`src/hdl/assert_macros.svh`:
```
// assertion macros shared by the rtl files
// no dependencies; include by bare file name
`ifndef ASSERT_MACROS_SVH
`define ASSERT_MACROS_SVH

// property checked on every rising clock edge outside reset
`define ASSERT_CLK(label, clk, rst, prop, msg) \
   label: assert property (@(posedge clk) disable iff (rst) (prop)) else $error(msg);

// condition that must never hold outside reset
`define ASSERT_NEVER(label, clk, rst, cond, msg) \
   `ASSERT_CLK(label, clk, rst, !(cond), msg)

`endif

```
`src/hdl/msft_pkg.sv`:
```
// shared constants for the manchester sensor frame transmitter
// frame geometry, register indexes, transmit phase codes and request type codes; no dependencies
package msft_pkg;

   localparam int MESSAGE_BYTES = 5;
   localparam int SYNC_PAIRS    = 6;
   localparam int FRAME_BITS    = 8 * MESSAGE_BYTES;
   localparam int SYNC_BITS     = 2 * SYNC_PAIRS;
   localparam int PRE_BITS      = 4;
   localparam int HEAD_BITS     = 32;
   localparam int BITS_W        = $clog2(FRAME_BITS + 1);

   localparam int CSR_IDX_W  = 3;
   localparam int CSR_DATA_W = 16;

   localparam logic [CSR_IDX_W-1:0] REG_HALF_PERIOD = 3'd0;
   localparam logic [CSR_IDX_W-1:0] REG_PAUSE       = 3'd1;
   localparam logic [CSR_IDX_W-1:0] REG_REPEAT      = 3'd2;
   localparam logic [CSR_IDX_W-1:0] REG_PREAMBLE    = 3'd3;
   localparam logic [CSR_IDX_W-1:0] REG_SENSOR_TYPE = 3'd4;
   localparam logic [CSR_IDX_W-1:0] REG_DEVICE_ID   = 3'd5;

   localparam int PHASE_W = 3;

   localparam logic [PHASE_W-1:0] PH_IDLE  = 3'd0;
   localparam logic [PHASE_W-1:0] PH_LEAD  = 3'd1;
   localparam logic [PHASE_W-1:0] PH_SYNC  = 3'd2;
   localparam logic [PHASE_W-1:0] PH_PRE   = 3'd3;
   localparam logic [PHASE_W-1:0] PH_DATA  = 3'd4;
   localparam logic [PHASE_W-1:0] PH_TERM  = 3'd5;
   localparam logic [PHASE_W-1:0] PH_PAUSE = 3'd6;

   localparam logic REQ_TICK  = 1'b0;
   localparam logic REQ_START = 1'b1;

endpackage

```
`src/hdl/manchester_sensor_frame_transmitter.sv`:
```
// Takes one item per clock: a tick advances the Manchester line by one timebase
// tick, a start loads a sensor frame and begins the repeated transmission (a start
// while busy is rejected). Each item produces exactly one result in the cycle
// after it is accepted, held in an output register; req_tready drops only while
// that register is full and rsp_tready is low, so with a free downstream the
// block sustains one item per cycle. All state updates for an item fit between
// the state registers and the output register. Half-period length, pause and
// preamble are read live; type, id and repeat count are captured at start.
// top level; depends on msft_pkg and assert_macros.svh
`include "assert_macros.svh"

module manchester_sensor_frame_transmitter (
   input  logic                                clock,
   input  logic                                reset,
   // req_tdata: reading[15:0], battery_level[17:16], manual_trigger[18], zero fill
   input  logic                                req_tvalid,
   output logic                                req_tready,
   input  logic [23:0]                         req_tdata,
   // req_tuser: req_type
   input  logic [0:0]                          req_tuser,
   // rsp_tdata: line_level, busy_res, done_res, rejected, zero fill
   output logic                                rsp_tvalid,
   input  logic                                rsp_tready,
   output logic [7:0]                          rsp_tdata,
   input  logic                                csr_we,
   input  logic [msft_pkg::CSR_IDX_W-1:0]      csr_index,
   input  logic [msft_pkg::CSR_DATA_W-1:0]     csr_wdata
);

   logic [15:0] half_period_ff;
   logic [7:0]  pause_halves_ff;
   logic [7:0]  repeat_count_ff;
   logic [3:0]  preamble_ff;
   logic [6:0]  sensor_type_ff;
   logic [5:0]  device_id_ff;

   logic [msft_pkg::FRAME_BITS-1:0] frame_ff, frame_in;
   logic [msft_pkg::BITS_W-1:0]     bits_left_ff, bits_left_in;
   logic                            second_half_ff, second_half_in;
   logic [15:0]                     tick_ff, tick_in;
   logic [7:0]                      pause_ff, pause_in;
   logic [7:0]                      repeats_ff, repeats_in;
   logic [msft_pkg::PHASE_W-1:0]    phase_ff, phase_in;
   logic                            line_ff, line_in;

   logic       rsp_valid_ff;
   logic [3:0] rsp_data_ff;

   logic        accept;
   logic        done;
   logic        rej;
   logic [15:0] tick_inc;
   logic [15:0] half_eff;
   logic        half_end;
   logic [7:0]  repeats_dec;
   logic [msft_pkg::HEAD_BITS-1:0] frame_head;
   logic        cur_bit;

   assign req_tready = !rsp_valid_ff || rsp_tready;
   assign accept     = req_tvalid && req_tready;
   assign rsp_tvalid = rsp_valid_ff;
   assign rsp_tdata  = {4'b0000, rsp_data_ff};

   // configuration registers
   always_ff @(posedge clock) begin
      if (reset) begin
         half_period_ff  <= 16'd1;
         pause_halves_ff <= 8'd4;
         repeat_count_ff <= 8'd3;
         preamble_ff     <= 4'd12;
         sensor_type_ff  <= 7'd0;
         device_id_ff    <= 6'd0;
      end else if (csr_we) begin
         unique case (csr_index)
            msft_pkg::REG_HALF_PERIOD: half_period_ff  <= csr_wdata;
            msft_pkg::REG_PAUSE:       pause_halves_ff <= csr_wdata[7:0];
            msft_pkg::REG_REPEAT:      repeat_count_ff <= csr_wdata[7:0];
            msft_pkg::REG_PREAMBLE:    preamble_ff     <= csr_wdata[3:0];
            msft_pkg::REG_SENSOR_TYPE: sensor_type_ff  <= csr_wdata[6:0];
            msft_pkg::REG_DEVICE_ID:   device_id_ff    <= csr_wdata[5:0];
            default: ;
         endcase
      end
   end

   assign tick_inc    = tick_ff + 16'd1;
   assign half_eff    = (half_period_ff == 16'd0) ? 16'd1 : half_period_ff;
   assign half_end    = (tick_inc >= half_eff) || (tick_inc == 16'd0);
   assign repeats_dec = (repeats_ff != 8'd0) ? repeats_ff - 8'd1 : repeats_ff;
   assign frame_head  = {req_tdata[18], sensor_type_ff, req_tdata[17:16], device_id_ff,
                         req_tdata[7:0], req_tdata[15:8]};

   // next state for one item
   always_comb begin
      frame_in       = frame_ff;
      bits_left_in   = bits_left_ff;
      second_half_in = second_half_ff;
      tick_in        = tick_ff;
      pause_in       = pause_ff;
      repeats_in     = repeats_ff;
      phase_in       = phase_ff;
      line_in        = line_ff;
      done           = 1'b0;
      rej            = 1'b0;
      cur_bit        = 1'b0;
      if (accept) begin
         if (req_tuser[0] == msft_pkg::REQ_START) begin
            if (phase_ff != msft_pkg::PH_IDLE) begin
               rej = 1'b1;
            end else begin
               frame_in = msft_pkg::FRAME_BITS'(frame_head)
                          << (msft_pkg::FRAME_BITS - msft_pkg::HEAD_BITS);
               repeats_in     = repeat_count_ff;
               tick_in        = 16'd0;
               second_half_in = 1'b0;
               bits_left_in   = '0;
               pause_in       = 8'd0;
               line_in        = 1'b0;
               if (repeat_count_ff == 8'd0) begin
                  phase_in = msft_pkg::PH_IDLE;
                  done     = 1'b1;
               end else begin
                  phase_in = msft_pkg::PH_LEAD;
               end
            end
         end else if (phase_ff != msft_pkg::PH_IDLE) begin
            if (!half_end) begin
               tick_in = tick_inc;
            end else begin
               tick_in = 16'd0;
               unique case (phase_ff) inside
                  msft_pkg::PH_LEAD: begin
                     phase_in       = msft_pkg::PH_SYNC;
                     bits_left_in   = msft_pkg::BITS_W'(msft_pkg::SYNC_BITS);
                     second_half_in = 1'b0;
                  end
                  msft_pkg::PH_SYNC, msft_pkg::PH_PRE, msft_pkg::PH_DATA: begin
                     if (!second_half_ff) begin
                        second_half_in = 1'b1;
                     end else begin
                        second_half_in = 1'b0;
                        if (bits_left_ff != '0) begin
                           bits_left_in = bits_left_ff - 1'b1;
                        end
                        if (bits_left_ff <= msft_pkg::BITS_W'(1)) begin
                           if (phase_ff == msft_pkg::PH_SYNC) begin
                              phase_in     = msft_pkg::PH_PRE;
                              bits_left_in = msft_pkg::BITS_W'(msft_pkg::PRE_BITS);
                           end else if (phase_ff == msft_pkg::PH_PRE) begin
                              phase_in     = msft_pkg::PH_DATA;
                              bits_left_in = msft_pkg::BITS_W'(msft_pkg::FRAME_BITS);
                           end else begin
                              phase_in = msft_pkg::PH_TERM;
                           end
                        end
                     end
                  end
                  msft_pkg::PH_TERM: begin
                     pause_in = pause_halves_ff;
                     if (pause_halves_ff == 8'd0) begin
                        repeats_in = repeats_dec;
                        if (repeats_dec != 8'd0) begin
                           phase_in = msft_pkg::PH_LEAD;
                        end else begin
                           phase_in = msft_pkg::PH_IDLE;
                           done     = 1'b1;
                        end
                     end else begin
                        phase_in = msft_pkg::PH_PAUSE;
                     end
                  end
                  msft_pkg::PH_PAUSE: begin
                     if (pause_ff != 8'd0) begin
                        pause_in = pause_ff - 8'd1;
                     end
                     if (pause_ff <= 8'd1) begin
                        repeats_in = repeats_dec;
                        if (repeats_dec != 8'd0) begin
                           phase_in = msft_pkg::PH_LEAD;
                        end else begin
                           phase_in = msft_pkg::PH_IDLE;
                           done     = 1'b1;
                        end
                     end
                  end
                  default: phase_in = msft_pkg::PH_IDLE;
               endcase
               // line level for the new half period
               case (phase_in)
                  msft_pkg::PH_SYNC: cur_bit = !bits_left_in[0];
                  msft_pkg::PH_PRE:  cur_bit = preamble_ff[2'(bits_left_in - 1'b1)];
                  msft_pkg::PH_DATA:
                     cur_bit = frame_ff[msft_pkg::BITS_W'(bits_left_in - 1'b1)];
                  default:           cur_bit = 1'b0;
               endcase
               case (phase_in) inside
                  msft_pkg::PH_SYNC, msft_pkg::PH_PRE, msft_pkg::PH_DATA:
                     line_in = second_half_in ? cur_bit : !cur_bit;
                  msft_pkg::PH_TERM: line_in = 1'b1;
                  default:           line_in = 1'b0;
               endcase
            end
         end
      end
   end

   always_ff @(posedge clock) begin
      if (reset) begin
         bits_left_ff   <= '0;
         second_half_ff <= 1'b0;
         tick_ff        <= 16'd0;
         pause_ff       <= 8'd0;
         repeats_ff     <= 8'd0;
         phase_ff       <= msft_pkg::PH_IDLE;
         line_ff        <= 1'b0;
         rsp_valid_ff   <= 1'b0;
      end else begin
         bits_left_ff   <= bits_left_in;
         second_half_ff <= second_half_in;
         tick_ff        <= tick_in;
         pause_ff       <= pause_in;
         repeats_ff     <= repeats_in;
         phase_ff       <= phase_in;
         line_ff        <= line_in;
         if (accept) begin
            rsp_valid_ff <= 1'b1;
         end else if (rsp_tready) begin
            rsp_valid_ff <= 1'b0;
         end
      end
   end

   always_ff @(posedge clock) begin
      frame_ff <= frame_in;
      if (accept) begin
         rsp_data_ff <= {rej, done, phase_in != msft_pkg::PH_IDLE, line_in};
      end
   end

   `ASSERT_NEVER(a_idle_line_low, clock, reset,
      (phase_ff == msft_pkg::PH_IDLE) && line_ff, "line high while idle")
   `ASSERT_CLK(a_term_line_high, clock, reset,
      (phase_ff == msft_pkg::PH_TERM) |-> line_ff, "terminating half not high")
   `ASSERT_CLK(a_second_half_in_bits, clock, reset,
      second_half_ff |-> (phase_ff == msft_pkg::PH_SYNC || phase_ff == msft_pkg::PH_PRE ||
                          phase_ff == msft_pkg::PH_DATA), "second half outside bit phase")
   `ASSERT_CLK(a_no_accept_when_full, clock, reset,
      (rsp_valid_ff && !rsp_tready) |-> !req_tready, "item accepted over a held result")
   `ASSERT_CLK(a_bits_left_range, clock, reset,
      (phase_ff == msft_pkg::PH_DATA) |->
         (bits_left_ff != '0 && bits_left_ff <= msft_pkg::BITS_W'(msft_pkg::FRAME_BITS)),
      "data bit count out of range")

endmodule
```
`config.mk`:
```
export PLATFORM = sky130hd
export DESIGN_NAME = manchester_sensor_frame_transmitter
export DESIGN_NICKNAME = d
export VERILOG_FILES = /design/src/hdl/msft_pkg.sv /design/src/hdl/manchester_sensor_frame_transmitter.sv
export VERILOG_INCLUDE_DIRS = /design/src /design/src/hdl
export SDC_FILE = /design/constraint.sdc
export NUM_CORES = 1
export LEC_CHECK = 0
export BUFFER_PORTS_ARGS = -buffer_cell sky130_fd_sc_hd__buf_2
export CAP_MARGIN = 15
export CORE_UTILIZATION = 60
export CTS_CLUSTER_DIAMETER = 40
export DETAILED_ROUTE_END_ITERATION = 8
export PLACE_DENSITY = 0.8
export SYNTH_ARGS = -nofsm -noshare
export SYNTH_HDL_FRONTEND = slang
export SYNTH_SLANG_ARGS = --single-unit
```
`constraint.sdc`:
```
create_clock -name clock -period 9.2 [get_ports clock]
set_input_delay 0 -clock clock [delete_from_list [all_inputs] [get_ports clock]]
set_output_delay 0 -clock clock [all_outputs]
set_load 0.005 [all_outputs]
```
After elaboration in Yosys (flattened, before gate mapping)
Cells that the tools add are included.

$lt $le $gt $ge: 5. Mux-type cells: 90. Equality and inequality tests: 19. $add $sub $neg: 5. $mul: 0. Bitwise logic cells: 1. Divide/modulo/power cells: 0. Reductions and logical operators: 34. Shift operators: 0.

Operators by type and width (number): $mux 8 (12); $mux 16 (5); $mux 6 (13); $mux 3 (14); $mux 1 (37); $logic_not 16->1 (2); $pmux 8 s2 (2); $reduce_bool 8->1 (3); $eq 3x3->1 const B (7); $eq 3x2->1 const B (6); $add 16x1->16 const B (1); $ge 16x16->1 (1); $logic_not 8->1 (2); $sub 8x1->8 const B (2); $pmux 3 s4 (1); $pmux 6 s2 (1); $reduce_and 2->1 (6); $sub 6x1->6 const B (2); $ne 3x2->1 const B (3); $reduce_bool 3->1 (3); $le 8x1->1 const B (1); $lt 6x7->1 const B (1); $reduce_and 7->1 (1); $bmux 1 s6 (1); 18 further kinds (27).

RAM bits: 0. Memories: 0. Bits of input ports: 49. Bits in read-only memories: 0. Register bits: 129. Output and inout bits: 10. Latch bits: 0.

Logic depth before layout (Yosys ltp)
Depth after elaboration: 26. Mapped depth: 18. Depth with buffers taken out: 16.

Worst setup path after synthesis
OpenSTA, ideal clock, no wires.

Path kind: register to register. Start: reg bits_left_ff[0] (netlist name). End: reg rsp_data_ff[0] (data pin). Slack: 5.037 ns. Clock period less this slack: 4.163 ns. Setup time: 0.264 ns. Cell stages (with the launch flop): 19. Arrival time: 3.898 ns. Cell sequence: dfxtp_1 > inv_1 > ha_1 > or3b_2 > o22ai_1 > nor3_2 > nor2_4 > buf_4 > ha_1 > buf_1 > mux2i_1 > a311o_1 > o2111ai_1 > a221oi_1 > a41o_1 > o41ai_1 > a21o_1 > o311a_1 > o21ai_1.

Longest elaborated chain between the ends: 26.

RTL lines: from (decl) (RTL line manchester_sensor_frame_transmitter.sv:38) `logic [msft_pkg::BITS_W-1:0] bits_left_ff, bits_left_in;`; from (signal assigned) (RTL line manchester_sensor_frame_transmitter.sv:218) `bits_left_ff <= bits_left_in;`; $sub 6x1->6 or $reduce_bool 6->1 (tied branches) (RTL line manchester_sensor_frame_transmitter.sv:143, manchester_sensor_frame_transmitter.sv:142); $mux 6 (RTL line manchester_sensor_frame_transmitter.sv:142) `if (bits_left_ff != '0) begin`; $mux 6 (RTL line manchester_sensor_frame_transmitter.sv:149) `end else if (phase_ff == msft_pkg::PH_PRE) begin`; $mux 6 (RTL line manchester_sensor_frame_transmitter.sv:146) `if (phase_ff == msft_pkg::PH_SYNC) begin`; $mux 6 (RTL line manchester_sensor_frame_transmitter.sv:145) `if (bits_left_ff <= msft_pkg::BITS_W'(1)) begin`; $mux 6 (RTL line manchester_sensor_frame_transmitter.sv:138) `if (!second_half_ff) begin`; $pmux 6 s2 (RTL line manchester_sensor_frame_transmitter.sv:131) `unique case (phase_ff) inside`; $mux 6 (RTL line manchester_sensor_frame_transmitter.sv:127) `if (!half_end) begin`; [11 not listed]; $logic_not 1->1 (RTL line manchester_sensor_frame_transmitter.sv:198) `line_in = second_half_in ? cur_bit : !cur_bit;`; $mux 1 (RTL line manchester_sensor_frame_transmitter.sv:198); $mux 1 * (RTL line manchester_sensor_frame_transmitter.sv:196) `case (phase_in) inside`; $mux 1 * (RTL line manchester_sensor_frame_transmitter.sv:127); $mux 1 * (RTL line manchester_sensor_frame_transmitter.sv:126) `end else if (phase_ff != msft_pkg::PH_IDLE) begin`; $mux 1 * (RTL line manchester_sensor_frame_transmitter.sv:107) `if (req_tuser[0] == msft_pkg::REQ_START) begin`; $mux 1 * (RTL line manchester_sensor_frame_transmitter.sv:106) `if (accept) begin`; net line_in (RTL line manchester_sensor_frame_transmitter.sv:44) `logic line_ff, line_in;`; to (signal assigned) (RTL line manchester_sensor_frame_transmitter.sv:236) `rsp_data_ff <= {rej, done, phase_in != msft_pkg::PH_IDLE, line_in};`; to (decl) (RTL line manchester_sensor_frame_transmitter.sv:47) `logic [3:0] rsp_data_ff;`.

The timed path passes the listed nets; every way through them passes the cells marked *. The select of a mux whose other input is x is not followed. A chain may end at the register's enable or synchronous reset.

Final worst setup path
Start: reg phase_ff[2] (netlist name). End: reg rsp_data_ff[0] (data pin).

Longest elaborated chain between the ends: 25.

RTL lines: from (decl) (RTL line manchester_sensor_frame_transmitter.sv:43) `logic [msft_pkg::PHASE_W-1:0] phase_ff, phase_in;`; from (signal assigned) (RTL line manchester_sensor_frame_transmitter.sv:214) `phase_ff <= msft_pkg::PH_IDLE;`; from (signal assigned) (RTL line manchester_sensor_frame_transmitter.sv:223) `phase_ff <= phase_in;`; $eq 3x2->1 (RTL line manchester_sensor_frame_transmitter.sv:149); $mux 6 (RTL line manchester_sensor_frame_transmitter.sv:149); $mux 6 (RTL line manchester_sensor_frame_transmitter.sv:146); $mux 6 (RTL line manchester_sensor_frame_transmitter.sv:145); $mux 6 (RTL line manchester_sensor_frame_transmitter.sv:138); $pmux 6 s2 (RTL line manchester_sensor_frame_transmitter.sv:131); $mux 6 (RTL line manchester_sensor_frame_transmitter.sv:127); $mux 6 (RTL line manchester_sensor_frame_transmitter.sv:126); [10 not listed]; $logic_not 1->1 (RTL line manchester_sensor_frame_transmitter.sv:198); $mux 1 (RTL line manchester_sensor_frame_transmitter.sv:198); $mux 1 (RTL line manchester_sensor_frame_transmitter.sv:196); $mux 1 (RTL line manchester_sensor_frame_transmitter.sv:127); $mux 1 (RTL line manchester_sensor_frame_transmitter.sv:126); $mux 1 * (RTL line manchester_sensor_frame_transmitter.sv:107); $mux 1 * (RTL line manchester_sensor_frame_transmitter.sv:106); net line_in (RTL line manchester_sensor_frame_transmitter.sv:44).

Marked as above.

==> impl_metrics.env <==
export IMPL_final_util_pct=72.1
export IMPL_finalInstanceArea_um2=8740
export IMPL_power_density_nw_per_um2=174
export IMPL_p_leak_nw=3.35
export IMPL_status="completed"
export IMPL_vias_per_cell=6.27
export IMPL_place_ws_ns=3.86
export IMPL_clockRootBuffer="clkbuf_16"
export IMPL_slew_headroom_pct=30.7
export IMPL_ant_nets=0
export IMPL_hold_viol_final=0
export IMPL_min_from="rsp_tready"
export IMPL_hold_depth=3
export IMPL_die_width_um=114
export IMPL_synth_distinct_cells=85
export IMPL_synth_seq_area_share_pct=39.2
export IMPL_setup_viol=0
export IMPL_drive_gt1_share_pct=12.9
export IMPL_report_final_slew_viol_count=0
export IMPL_holdPathEnd="rsp_tvalid"
export IMPL_clkTransAtPathRegs_ns=0.06
export IMPL_synthFlopType="dfxtp_1"
export IMPL_fin_skew_ns=0.0101
export IMPL_track_usage_pct=32.7
export IMPL_place_inst=1038
export IMPL_core_area_um2=12100
export IMPL_clock_path_buffers=2
export IMPL_p_int_w=0.00109
export IMPL_swShare_pct=28.0
export IMPL_reg2reg_from="phase_ff[2]"
export IMPL_num_fill_cells=886
export IMPL_drc=0
export IMPL_totalWireLength_mm=20.6
export IMPL_crit_required_ns=9.45
export IMPL_seqCellArea_um2=2940
export IMPL_reg2reg_slack_ns=4.11
export IMPL_hp_class="input pin to flop"
export IMPL_core_rowCount=40
export IMPL_worst_pin_slew_ns=1.03
export IMPL_reg2reg_depth=13
export IMPL_r2r_end="rsp_data_ff[0]"
export IMPL_p_clk_share_pct=46.2
export IMPL_syn2layout_area_growth_pct=16.4
export IMPL_first_pass_iters=6
export IMPL_io_buffers=49
export IMPL_cts_resized=0
export IMPL_startpoint_type="flop"
export IMPL_vias=6949
export IMPL_grt_max_degree=95
export IMPL_post_route_period_util_pct=55.3
export IMPL_crit_arrival_ns=5.34
export IMPL_cp_max_fo=20
export IMPL_ios=59
export IMPL_finalSetupTns_ns=0
export IMPL_syn_inst=869
export IMPL_dpl_cell_area_um2=7760
export IMPL_wl_per_cell_um=18.6
export IMPL_dpl_hpwl_mm=12.7
export IMPL_fp_dieArea_um2=13000
export IMPL_grt_overflow=0
export IMPL_ys_ff_latch=129
export IMPL_fin_ws_ns=4.11
export IMPL_period_minus_slack_ns=5.09
export IMPL_syn_area_um2=7510
export IMPL_pwr_share_seq_pct=40.9
export IMPL_post_cts_setup_buffers=0
export IMPL_async_flop_share_pct=0
export IMPL_synth_edff_count=36
export IMPL_p_sw_w=0.000425
export IMPL_multi_input_area_um2=4180
export IMPL_antenna_diode_count=0
export IMPL_grt_pass1_wl_mm=32.9
export IMPL_fmaxAchievable_mhz=196
export IMPL_yosysWarnings=0
export IMPL_final_instance_count_excl_fill=1108
export IMPL_globalplace_congestion=0.899
export IMPL_cts_max_level=4
export IMPL_drt_initial_drc_count=802
export IMPL_ir_worst_vdd_mv=0.166
export IMPL_combPwrFrac_pct=13.0
export IMPL_clock_sinks=129
export IMPL_startpoint="phase_ff[2]"
export IMPL_crit_type="flop to flop"
export IMPL_rsz0062_at_grt="false"
export IMPL_grt_pass1_vias=6632
export IMPL_cts_buffers=17
export IMPL_post_synth_cell_area_avg_um2=8.64
export IMPL_die_h_um=114
export IMPL_maxCapViolCount=0
export IMPL_endpoint_kind="flop"
export IMPL_final_nets=1004
export IMPL_start_util_pct=62.0
export IMPL_antenna_found_initial=0
export IMPL_clk_latency_ns=0.43
export IMPL_cts_tree="built"
## power by group through the flow
stage	logic (W)	clock network, W	registers, W
after CTS	0.000190	0.000697	0.000618
final	0.000196	0.000700	0.000620
after global routing	0.000213	0.000724	0.000622
after global placement	0.000170	0	0.000629
after floorplan	0.000133	0	0.000623
after detailed placement	0.000176	0	0.000630
## per-stage QoR
step           hold WS, ns  power (W)
2_1_floorplan       0.0989   0.000757
3_3_place_gp         0.176   0.000800
3_5_place_dp         0.178   0.000806
4_1_cts            0.00165    0.00151
5_1_grt             0.0416    0.00156
6_report            0.0169    0.00152
## cells by family (layout without fill, tap and decap cells)
| logic type | count (synthesis) | count (layout) | share of synthesized area (%) |
|---|---|---|---|
| compound gates | 205 | 205 | 18.2 |
| xor+xnor | 28 | 28 | 3.27 |
| fa+ha+maj | 28 | 28 | 4.67 |
| buf+inv | 95 | 163 | 5.20 |
| flops | 129 | 129 | 39.2 |
| mux | 44 | 44 | 6.47 |
| other cells | 1 | 4 | 0.0500 |
| simple gates | 339 | 339 | 23.0 |
## worst max path at each step
stage                     depth (start not counted)  slack [ns]              to
after floorplan                                  18        5.04  rsp_data_ff[0]
after global placement                           14        4.14     pause_ff[0]
after detailed placement                         14        3.86     pause_ff[0]
after CTS                                        14        3.83     pause_ff[0]
after global routing                             13        3.76  rsp_data_ff[0]
final                                            13        4.11  rsp_data_ff[0]
## layout make-up
class | instances | share of cell area [%]
Clock buffer | 18 | 5.03
Clock inverter | 14 | 1.89
Inverter | 40 | 1.72
Multi-Input combinational cell | 648 | 47.9
Sequential cell | 129 | 33.7
Tap cell | 168 | 2.41
Timing Repair Buffer | 91 | 7.39
## registers in the layout, indices dropped and copies added, names as in the netlist, 3 cells and up
name / flops
preamble_ff: 4
bits_left_ff: 6
sensor_type_ff: 7
repeat_count_ff: 8
pause_ff: 8
half_period_ff: 16
device_id_ff: 6
frame_ff: 32
rsp_data_ff: 4
phase_ff: 3
repeats_ff: 8
pause_halves_ff: 8
tick_ff: 16
## placed cells by master (no fill, tap or decap), types with 6 or more instances in the layout
cell type      instances
nand2_1              111
dfxtp_1               93
a21oi_1               78
nor2_1                60
buf_2                 49
inv_1                 40
edfxtp_1              36
dlygate4sd3_1         36
nand3_1               35
mux2i_1               35
o21ai_0               33
ha_1                  28
xnor2_1               19
or3_1                 19
nor3_1                19
nor4_1                18
nand4_1               17
clkbuf_16             17
xor2_1                 9
nor2b_1                8
a21o_1                 8
a211o_1                8
o31ai_1                7
nand2b_1               6
and3_1                 6
mux2_2                 6
o211ai_1               6
a221oi_1               6
inv_6                  6
## synth_stat cells (all sizes together), types with 17 or more instances
master	n	area share, %
a21oi	78	5.2
buf	17	1.3
clkbuf	38	1.9
dfxtp	93	25
edfxtp	36	14
ha	28	4.7
inv	40	2.0
mux2i	35	4.7
nand2	112	5.6
nand3	35	2.3
nand4	17	1.4
nor2	62	3.2
nor3	21	1.5
nor4	21	2.1
o21ai	37	2.5
or3	20	1.7
xnor2	19	2.2
## worst max-delay path, cell delays in order (launching register included)
cell,delay (ns)
dfxtp_1,0.74
or3b_1,0.58
a211oi_1,0.33
nor4_2,0.17
nor2_4,0.50
ha_1,0.64
mux2_2,0.41
a2111oi_0,0.39
o31ai_1,0.14
a221oi_1,0.20
or4_1,0.16
o22ai_1,0.10
o311a_1,0.33
o21ai_1,0.22
## routing by layer
layer	share of wire, %	GRT usage, %
met5	0	0
met4	2.7	13.5
met3	7.1	6.22
met2	49	56.5
met1	41	40.1
## repair_timing
action	4_1_cts	5_1_grt
setup endpoints to repair	0	0
endpoints found under the hold margin	64	0
hold buffers	36	0
Power figures use the tool's default switching activity.
